--- src/sv/vbsleb_pkg.sv ---
// ----------------------------------------------------------------------------
// vbsleb_pkg
// shared types and constants for the value byte serializer
// ----------------------------------------------------------------------------
package vbsleb_pkg;

    localparam int unsigned VALUE_W = 64;
    localparam int unsigned DIGIT_W = 7;
    localparam int unsigned BYTE_W  = 8;

    typedef enum logic [2:0] {
        MODE_BYTE   = 3'd0,
        MODE_BE16   = 3'd1,
        MODE_BE32   = 3'd2,
        MODE_BE64   = 3'd3,
        MODE_ULEB32 = 3'd4,
        MODE_ULEB64 = 3'd5,
        MODE_SLEB32 = 3'd6,
        MODE_SLEB64 = 3'd7
    } mode_t;

    localparam logic [BYTE_W-1:0] LEB_MORE = 8'h80;

    typedef struct packed {
        logic [2:0]         mode;
        logic [VALUE_W-1:0] value;
    } src_item_t;

    typedef struct packed {
        logic [BYTE_W-1:0] out_byte;
        logic              last;
    } dst_item_t;

endpackage

--- src/sv/value_byte_serializer_leb128.sv ---
// ----------------------------------------------------------------------------
// value_byte_serializer_leb128
// serializes a 64-bit value as one byte, big-endian 16/32/64, or LEB128
// ----------------------------------------------------------------------------
// One transaction on the source channel carries a format mode and a 64-bit
// value; the block answers with a run of byte transactions on the destination
// channel, the final byte of each run marked by last. Big-endian runs are
// 1, 2, 4 or 8 bytes, LEB128 runs 1 to 5 bytes for the 32-bit forms and 1 to
// 10 bytes for the 64-bit forms. The value sits in one 64-bit shift register
// that moves by one byte (big-endian) or one 7-bit group (LEB128) per cycle
// once the item is loaded, while the sink keeps up. The next item is taken in
// the cycle after the last byte of the previous run lands in the output
// register; no new item is taken while a run is active. Sink stalls simply
// hold the shift register. There is no configuration and no state across items.
module value_byte_serializer_leb128
    import vbsleb_pkg::*;
(
    input  logic      clk,
    input  logic      rst_n,
    input  logic      src_valid,
    output logic      src_ready,
    input  src_item_t src_data,
    output logic      dst_valid,
    input  logic      dst_ready,
    output dst_item_t dst_data
);

    // which shifting rule the active run follows
    typedef enum logic [1:0] {
        FMT_BE,
        FMT_ULEB,
        FMT_SLEB
    } fmt_t;

    logic               busy_reg, busy_next;
    fmt_t               fmt_reg, fmt_next;
    logic [VALUE_W-1:0] sr_reg, sr_next;
    logic [2:0]         cnt_reg, cnt_next;          // big-endian bytes left after this one
    logic               dst_valid_reg, dst_valid_next;
    dst_item_t          dst_data_reg, dst_data_next;

    logic               accept;
    logic               emit;
    logic [VALUE_W-1:0] rem;                        // remainder after one LEB group
    logic [BYTE_W-1:0]  digit;
    logic               fin;

    assign src_ready = !busy_reg;
    assign accept    = src_valid && src_ready;
    // output register free or being emptied this cycle
    assign emit      = busy_reg && (!dst_valid_reg || dst_ready);

    assign dst_valid = dst_valid_reg;
    assign dst_data  = dst_data_reg;

    // one digit of the active run
    always_comb
    begin
        rem   = '0;
        digit = '0;
        fin   = 1'b0;
        unique case (fmt_reg)
            FMT_BE:
            begin
                digit = sr_reg[VALUE_W-1 -: BYTE_W];
                fin   = (cnt_reg == 3'd0);
            end
            FMT_ULEB:
            begin
                rem   = sr_reg >> DIGIT_W;
                digit = {1'b0, sr_reg[DIGIT_W-1:0]};
                fin   = (rem == '0);
            end
            FMT_SLEB:
            begin
                rem   = {{DIGIT_W{sr_reg[VALUE_W-1]}}, sr_reg[VALUE_W-1:DIGIT_W]};
                digit = {1'b0, sr_reg[DIGIT_W-1:0]};
                // stop once the sign bit of the group agrees with the remainder
                fin   = ((rem == '0) && !digit[DIGIT_W-1]) ||
                        ((rem == '1) && digit[DIGIT_W-1]);
            end
            default:
            begin
                fin = 1'b1;
            end
        endcase
        if (fmt_reg != FMT_BE && !fin)
        begin
            digit = digit | LEB_MORE;
        end
    end

    always_comb
    begin
        busy_next      = busy_reg;
        fmt_next       = fmt_reg;
        sr_next        = sr_reg;
        cnt_next       = cnt_reg;
        dst_valid_next = dst_valid_reg;
        dst_data_next  = dst_data_reg;

        // sink took the byte and nothing new replaces it
        if (dst_valid_reg && dst_ready)
        begin
            dst_valid_next = 1'b0;
        end

        if (emit)
        begin
            dst_valid_next         = 1'b1;
            dst_data_next.out_byte = digit;
            dst_data_next.last     = fin;
            if (fin)
            begin
                busy_next = 1'b0;
            end
            if (fmt_reg == FMT_BE)
            begin
                sr_next  = sr_reg << BYTE_W;
                cnt_next = cnt_reg - 3'd1;
            end
            else
            begin
                sr_next = rem;
            end
        end

        // load the next item, left-aligning big-endian values
        if (accept)
        begin
            busy_next = 1'b1;
            unique case (mode_t'(src_data.mode))
                MODE_BYTE:
                begin
                    fmt_next = FMT_BE;
                    sr_next  = src_data.value << (VALUE_W - 8);
                    cnt_next = 3'd0;
                end
                MODE_BE16:
                begin
                    fmt_next = FMT_BE;
                    sr_next  = src_data.value << (VALUE_W - 16);
                    cnt_next = 3'd1;
                end
                MODE_BE32:
                begin
                    fmt_next = FMT_BE;
                    sr_next  = src_data.value << (VALUE_W - 32);
                    cnt_next = 3'd3;
                end
                MODE_BE64:
                begin
                    fmt_next = FMT_BE;
                    sr_next  = src_data.value;
                    cnt_next = 3'd7;
                end
                MODE_ULEB32:
                begin
                    fmt_next = FMT_ULEB;
                    sr_next  = {32'd0, src_data.value[31:0]};
                end
                MODE_ULEB64:
                begin
                    fmt_next = FMT_ULEB;
                    sr_next  = src_data.value;
                end
                MODE_SLEB32:
                begin
                    fmt_next = FMT_SLEB;
                    sr_next  = {{32{src_data.value[31]}}, src_data.value[31:0]};
                end
                MODE_SLEB64:
                begin
                    fmt_next = FMT_SLEB;
                    sr_next  = src_data.value;
                end
                default:
                begin
                    fmt_next = FMT_BE;
                end
            endcase
        end
    end

    always_ff @(posedge clk or negedge rst_n)
    begin
        if (!rst_n)
        begin
            busy_reg      <= 1'b0;
            dst_valid_reg <= 1'b0;
            fmt_reg       <= FMT_BE;
        end
        else
        begin
            busy_reg      <= busy_next;
            dst_valid_reg <= dst_valid_next;
            fmt_reg       <= fmt_next;
        end
    end

    always_ff @(posedge clk)
    begin
        sr_reg       <= sr_next;
        cnt_reg      <= cnt_next;
        dst_data_reg <= dst_data_next;
    end

    // an accepted item always starts a run
    a_accept_busy: assert property (@(posedge clk) disable iff (!rst_n)
        accept |=> busy_reg)
        else $error("accepted transaction did not start a run");

    // a new byte appears only while a run is active
    a_byte_from_run: assert property (@(posedge clk) disable iff (!rst_n)
        $rose(dst_valid) |-> $past(busy_reg))
        else $error("byte emitted with no active run");

    // a run ends only with a flagged final byte in the output register
    a_run_end_last: assert property (@(posedge clk) disable iff (!rst_n)
        $fell(busy_reg) |-> (dst_valid && dst_data.last))
        else $error("run ended without a final byte");

    // a big-endian count never wraps while its run is active
    a_be_count: assert property (@(posedge clk) disable iff (!rst_n)
        (emit && fmt_reg == FMT_BE && cnt_reg == 3'd0) |=> !busy_reg || $past(accept))
        else $error("big-endian run overran its byte count");

endmodule

--- config.mk ---
export PLATFORM = sky130hd
export DESIGN_NAME = value_byte_serializer_leb128
export DESIGN_NICKNAME = d
export VERILOG_FILES = /design/src/sv/vbsleb_pkg.sv /design/src/sv/value_byte_serializer_leb128.sv
export SDC_FILE = /design/constraint.sdc
export NUM_CORES = 1
export LEC_CHECK = 0
export ABC_AREA = 1
export BUFFER_PORTS_ARGS = -buffer_cell sky130_fd_sc_hd__buf_4
export CAP_MARGIN = 20
export CORE_AREA = 4 4 96 116
export CTS_BUF_LIST = sky130_fd_sc_hd__clkbuf_8
export CTS_CLUSTER_SIZE = 25
export DETAILED_ROUTE_END_ITERATION = 16
export DIE_AREA = 0 0 100 120
export PLACE_DENSITY = 0.73
export SLEW_MARGIN = 25
export SYNTH_ARGS = -nofsm -noshare
export SYNTH_HDL_FRONTEND = slang
export SYNTH_SLANG_ARGS = --single-unit
--- constraint.sdc ---
create_clock -name clk -period 4 [get_ports clk]
set_input_delay 0.4 -clock clk [delete_from_list [all_inputs] [get_ports clk]]
set_output_delay 0.4 -clock clk [all_outputs]
set_load 0.01 [all_outputs]
======== Yosys cells after proc, flatten, opt, wreduce, memory -nomap -nowiden ========
Cells that the tools add are included.
cells by class
  $add $sub $neg .......................... 1
  equality and inequality tests ........... 11
  mux-type cells .......................... 17
  reductions and logical operators ........ 28
operators with widths
  cell                    number
  $pmux W64 S6            1
  $mux W64                3
  $logic_not A64 Y1       2
  $pmux W64 S2            1
  $eq A64 B64 Y1 const B  1
  $pmux W8 S2             1
  $eq A3 B3 Y1 const B    4
  $pmux W3 S4             1
  $mux W3                 3
  $reduce_bool A2 Y1      4
  $eq A3 B2 Y1 const B    2
  $logic_and A1 B1 Y1     6
  $logic_not A3 Y1        2
  $pmux W2 S3             1
  $reduce_or A2 Y1        3
  $mux W1                 5
  $logic_not A1 Y1        4
  $reduce_and A2 Y1       2
  $reduce_or A4 Y1        1
  $eq A3 B1 Y1 const B    1
  $ne A3 B3 Y1 const B    1
  $pmux W1 S3             1
  $reduce_or A3 Y1        1
  $sub A3 B1 Y3 const B   1
  other kinds (4)         5
word-level totals
  bits in registers ....................... 80
  output and inout port bits .............. 11

======== Depth between registers and ports, before layout ========
  depth after elaboration ................. 7
  depth in mapped cells ................... 11

======== Least setup slack after synthesis ========
OpenSTA, ideal clock, no wires.
  path type ............................... register -> register
  start point ............................. register busy_reg
  end point ............................... register sr_reg[0], enable pin
  library setup time ...................... 0.417 ns
  arrival time ............................ 2.267 ns
  data required time ...................... 3.583 ns
  path slack .............................. 1.316 ns
  cell stages (with the launch flop) ...... 7
  path buffers ............................ 1
  clock period less this slack ............ 2.684 ns
  cells stage by stage .................... dfrtp_1 -> inv_1 -> nand2_1 -> inv_1 -> clkbuf_1 -> nor2_1 -> inv_1
between the ends
  longest elaborated chain between the ends .. 3
  elaborated cells between the ends (all ways) .. 4
  those cells by class .................... reduce/logical (4)
ends and longest elaborated chain
  what                                 RTL line                             source
  start, declared                      value_byte_serializer_leb128.sv:35   logic busy_reg, busy_next;
  start signal, assigned               value_byte_serializer_leb128.sv:195  busy_reg <= busy_next;
  $logic_not A1 Y1                     value_byte_serializer_leb128.sv:48   assign src_ready = !busy_reg;
  net src_ready                        value_byte_serializer_leb128.sv:21   output logic src_ready,
  $logic_and A1 B1 Y1                  value_byte_serializer_leb128.sv:49   assign accept = src_valid && src_ready;
  $reduce_bool A2 Y1 (no source line)  n/a
  end signal, assigned                 value_byte_serializer_leb128.sv:203  sr_reg <= sr_next;
  end, declared                        value_byte_serializer_leb128.sv:37   logic [VALUE_W-1:0] sr_reg, sr_next;
The timed path passes the listed nets, and every way through them passes these cells.
A chain may end at the register's enable or synchronous reset.

======== Worst setup path in the final report ========
  start point ............................. register fmt_reg[0]
  end point ............................... register sr_reg[2], data pin
between the ends
  longest elaborated chain between the ends .. 5
  elaborated cells between the ends (all ways) .. 7
  those cells by class .................... eq/ne (2); mux (4); reduce/logical (1)
ends and longest elaborated chain
  what                                          RTL line                             source
  start, declared                               value_byte_serializer_leb128.sv:36   fmt_t fmt_reg, fmt_next;
  start signal, assigned                        value_byte_serializer_leb128.sv:197  fmt_reg <= fmt_next;
  $eq A2 B2 Y1 or $eq A2 B1 Y1 (tied branches)  value_byte_serializer_leb128.sv:62   unique case (fmt_reg)
  $pmux W64 S2                                  value_byte_serializer_leb128.sv:62
  $mux W64 (*)                                  value_byte_serializer_leb128.sv:117  if (fmt_reg == FMT_BE)
  $mux W64 (*)                                  value_byte_serializer_leb128.sv:108  if (emit)
  $mux W64 (*)                                  value_byte_serializer_leb128.sv:129  if (accept)
  net sr_next[2]                                value_byte_serializer_leb128.sv:37
The timed path passes the listed nets; every way through them passes the cells marked *. The select of a mux whose other input is x is not followed.

==> results.sh <==
export IMPL_slew_headroom=0.3023
export IMPL_io_buffer_count=81
export IMPL_dpl_instance_area_sq_um=5723
export IMPL_totalWireLength_mm=17.64
export IMPL_grt_start_max_net_pins=59
export IMPL_largest_register_ffs=64
export IMPL_switching_power_mw=1.934
export IMPL_post_cts_resized=0
export IMPL_worst_path_buf_inv=3
export IMPL_data_required_critical_path_ps=4160
export IMPL_chipWidth_um=100
export IMPL_mappedNetlistNets=720
export IMPL_max_cap_violations=0
export IMPL_detail_route_antenna_nets=0
export IMPL_post_synth_instance_area_sq_um=5066
export IMPL_tritoncts_num_buffers=9
export IMPL_total_area_of_multi_input_combinational_cells_sq_um=2140
export IMPL_vdd_drop_max_uv=381.6
export IMPL_path_cells="inv_1 -> ha_1 -> inv_2 -> o211ai_2 -> inv_2 -> nand2_1 -> o32ai_1"
export IMPL_grt_overflow_total=0
export IMPL_whs_ps=300.6
export IMPL_worst_r2r_cell_count=7
export IMPL_layout_area_overhead_vs_synth_pct=16.25
export IMPL_power_switching_fraction=0.4451
export IMPL_finish_instance_area_sq_um=5889
export IMPL_finalSetupViolCount=0
export IMPL_run_status="finished, final reports clean"
export IMPL_worst_clock_skew_ps=8.432
export IMPL_gp_routability_congestion=1.040
export IMPL_final_period_minus_worst_setup_slack_ps=2763
export IMPL_worst_slew_pin_slew_ps=1044
export IMPL_crit_path_end="sr_reg[2]"
export IMPL_worst_endpoint_arrival_ps=2930
export IMPL_die_height_um=120
export IMPL_drt_initial_drc_count=613
export IMPL_post_dp_hpwl_mm=13.52
export IMPL_r2r_start="fmt_reg[0]"
export IMPL_hold_path_class="in -> reg"
export IMPL_grt_pass1_wl_mm=26.63
export IMPL_critPathKind="reg -> reg"
export IMPL_clock_insertion_delay_worst_skew_ps=360
export IMPL_final_hold_violation_count=0
export IMPL_cts_buffer_depth=2
export IMPL_root_buffer_cell="clkbuf_8"
export IMPL_nets=785
export IMPL_synthesized_area_per_cell_sq_um=7.879
export IMPL_ioPinCount=82
export IMPL_post_route_cells_drive_above_1_share=0.1529
export IMPL_critical_path_max_stage_delay_ps=600
export IMPL_num_rows=40
export IMPL_critical_path_cell_count=7
export IMPL_n_fill_cell=940
export IMPL_drtPass1Iterations=5
export IMPL_mostFrequentLayoutCell="inv_1"
export IMPL_diodes=0
export IMPL_fin_crit_sh=0.6907
export IMPL_crit_path_start="fmt_reg[0]"
export IMPL_post_cts_setup_buffer_count=0
export IMPL_rsz0062_at_grt="false"
export IMPL_seq_power_share=0.468
export IMPL_cp_common_cell="inv_2"
export IMPL_cell_count_after_synthesis=643
export IMPL_end_kind="flop"
export IMPL_clock_tree_htree_level_count=3
export IMPL_clockPowerShare=0.117
export IMPL_power_per_cell_area_nw_per_um2=737.7
export IMPL_floorplan_initialDensity=0.5087
export IMPL_post_place_ws_ps=1360
export IMPL_regArea_sq_um=2352
export IMPL_cts_sink_count=80
export IMPL_crit_path_top_delay_cell="inv_2"
export IMPL_timing_critical_path_fanout_max=42
export IMPL_core_sq_um=9960
export IMPL_ys_types=29
export IMPL_drcViolationCount=0
export IMPL_power_combinational_fraction=0.415
export IMPL_tritoncts="built"
export IMPL_timing_fmax_mhz=362.0
export IMPL_post_synthesis_sequential_area_ratio=0.4643
export IMPL_vias=5043
export IMPL_die_area_sq_um=12000
export IMPL_path_delay_family="buffers and inverters"
export IMPL_track_usage=0.2958
export IMPL_reg2reg_to="sr_reg[2]"
export IMPL_fin_ws_ps=1237
export IMPL_antenna_found_initial=0
export IMPL_worst_r2r_setup_slack_ps=1240
export IMPL_internal_power_mw=2.411
export IMPL_commonest_non_fill_non_tap_cells_in_the_layout="inv_1, nand2_1, buf_4"
export IMPL_post_drt_wl_per_cell_um=21.02
export IMPL_startpoint_type="flop"
export IMPL_power_leakage_nw=2.597
export IMPL_synth_seq_cells=80
export IMPL_via_per_inst=6.011
export IMPL_clkSlewWorstSetupHoldPaths_ps=80
export IMPL_number_of_global_route_vias_before_repair=4727
export IMPL_drv_slew=0
export IMPL_totalNegativeSetupSlack_ps=0
export IMPL_yosys_warnings=0
[worst min-delay path by stage]
stage	startpoint	end	slack, ps	cells after the start
after floorplan	rst_n	busy_reg	100	0
after global placement	rst_n	dst_valid	200	1
after detailed placement	rst_n	busy_reg	200	1
after CTS	dst_ready	dst_valid	300	4
after global routing	dst_ready	dst_valid	320	4
final	dst_ready	dst_valid	300	4
[area by class of cell]
| cell class | instances | area share |
|---|---|---|
| inverter | 112 | 0.07138 |
| timing repair buffer | 88 | 0.1126 |
| multi-input combinational | 417 | 0.3633 |
| clock buffer | 9 | 0.02103 |
| sequential | 80 | 0.3994 |
| tap | 126 | 0.02677 |
| clock inverter | 7 | 0.005524 |
[synth_stat cells (all sizes together)]
library cell,number,area (sq um)
nand3b,1,7.510
dfxtp,3,60.06
a211oi,9,67.56
xor2,2,17.52
edfxtp,73,2192
dfrtp,4,100.1
o22ai,14,87.58
nor2,69,264.0
nand3,9,45.04
nand4,7,43.79
o21ai,91,459.2
ha,6,75.07
nor3,30,150.1
a21oi,49,245.2
a32oi,25,219.0
a31oi,3,18.77
buf,20,108.9
nand2,93,349.1
inv,112,420.4
o32ai,8,70.07
clkbuf,14,52.55
o211ai,1,12.51
[worst register-to-register path, stage by stage (launching register included)]
cell      delay [ps]
dfrtp_1          390
inv_1             90
ha_1             260
inv_2            350
o211ai_2         300
inv_2            600
nand2_1          350
o32ai_1          230
[stage by stage]
step,utilization,cells,total power [mW]
6_report,0.5913,839,4.344
5_1_grt,0.5913,839,4.629
4_1_cts,0.5913,839,4.302
3_5_place_dp,0.5746,822,3.800
3_3_place_gp,0.5746,822,3.736
2_1_floorplan,-,643,3.079
[metal layers]
layer	track usage	vias to the layer above	routed length [um]
met5	0	-	0
met4	0.1188	0	688
met3	0.05698	51	1828
met2	0.4720	344	8392
met1	0.3943	2299	6728
li1	-	2349	-
[power groups by stage]
| stage | Sequential, mW | Clock [mW] | Combinational (mW) |
|---|---|---|---|
| 2_1_floorplan | 1.87 | 0 | 1.21 |
| 3_3_place_gp | 2.01 | 0 | 1.72 |
| 3_5_place_dp | 2.03 | 0 | 1.77 |
| 4_1_cts | 2.01 | 0.515 | 1.77 |
| 5_1_grt | 2.06 | 0.563 | 2.01 |
| 6_report | 2.03 | 0.509 | 1.80 |
[cell families after synthesis]
group	Yosys count	synth area share
adders and majority gates	6	0.01482
xor gates and xnor gates	2	0.003458
AOI/OAI and AO/OA	200	0.2329
DFF	80	0.4643
buffers and inverters	146	0.1148
and+or+nand+nor	209	0.1697
[repair_timing]
item,4_1_cts,5_1_grt
hold buffers,1,0
setup endpoints to repair,0,0
endpoints found under the hold margin,4,0
No activity file was read; power rests on OpenSTA's default activity.
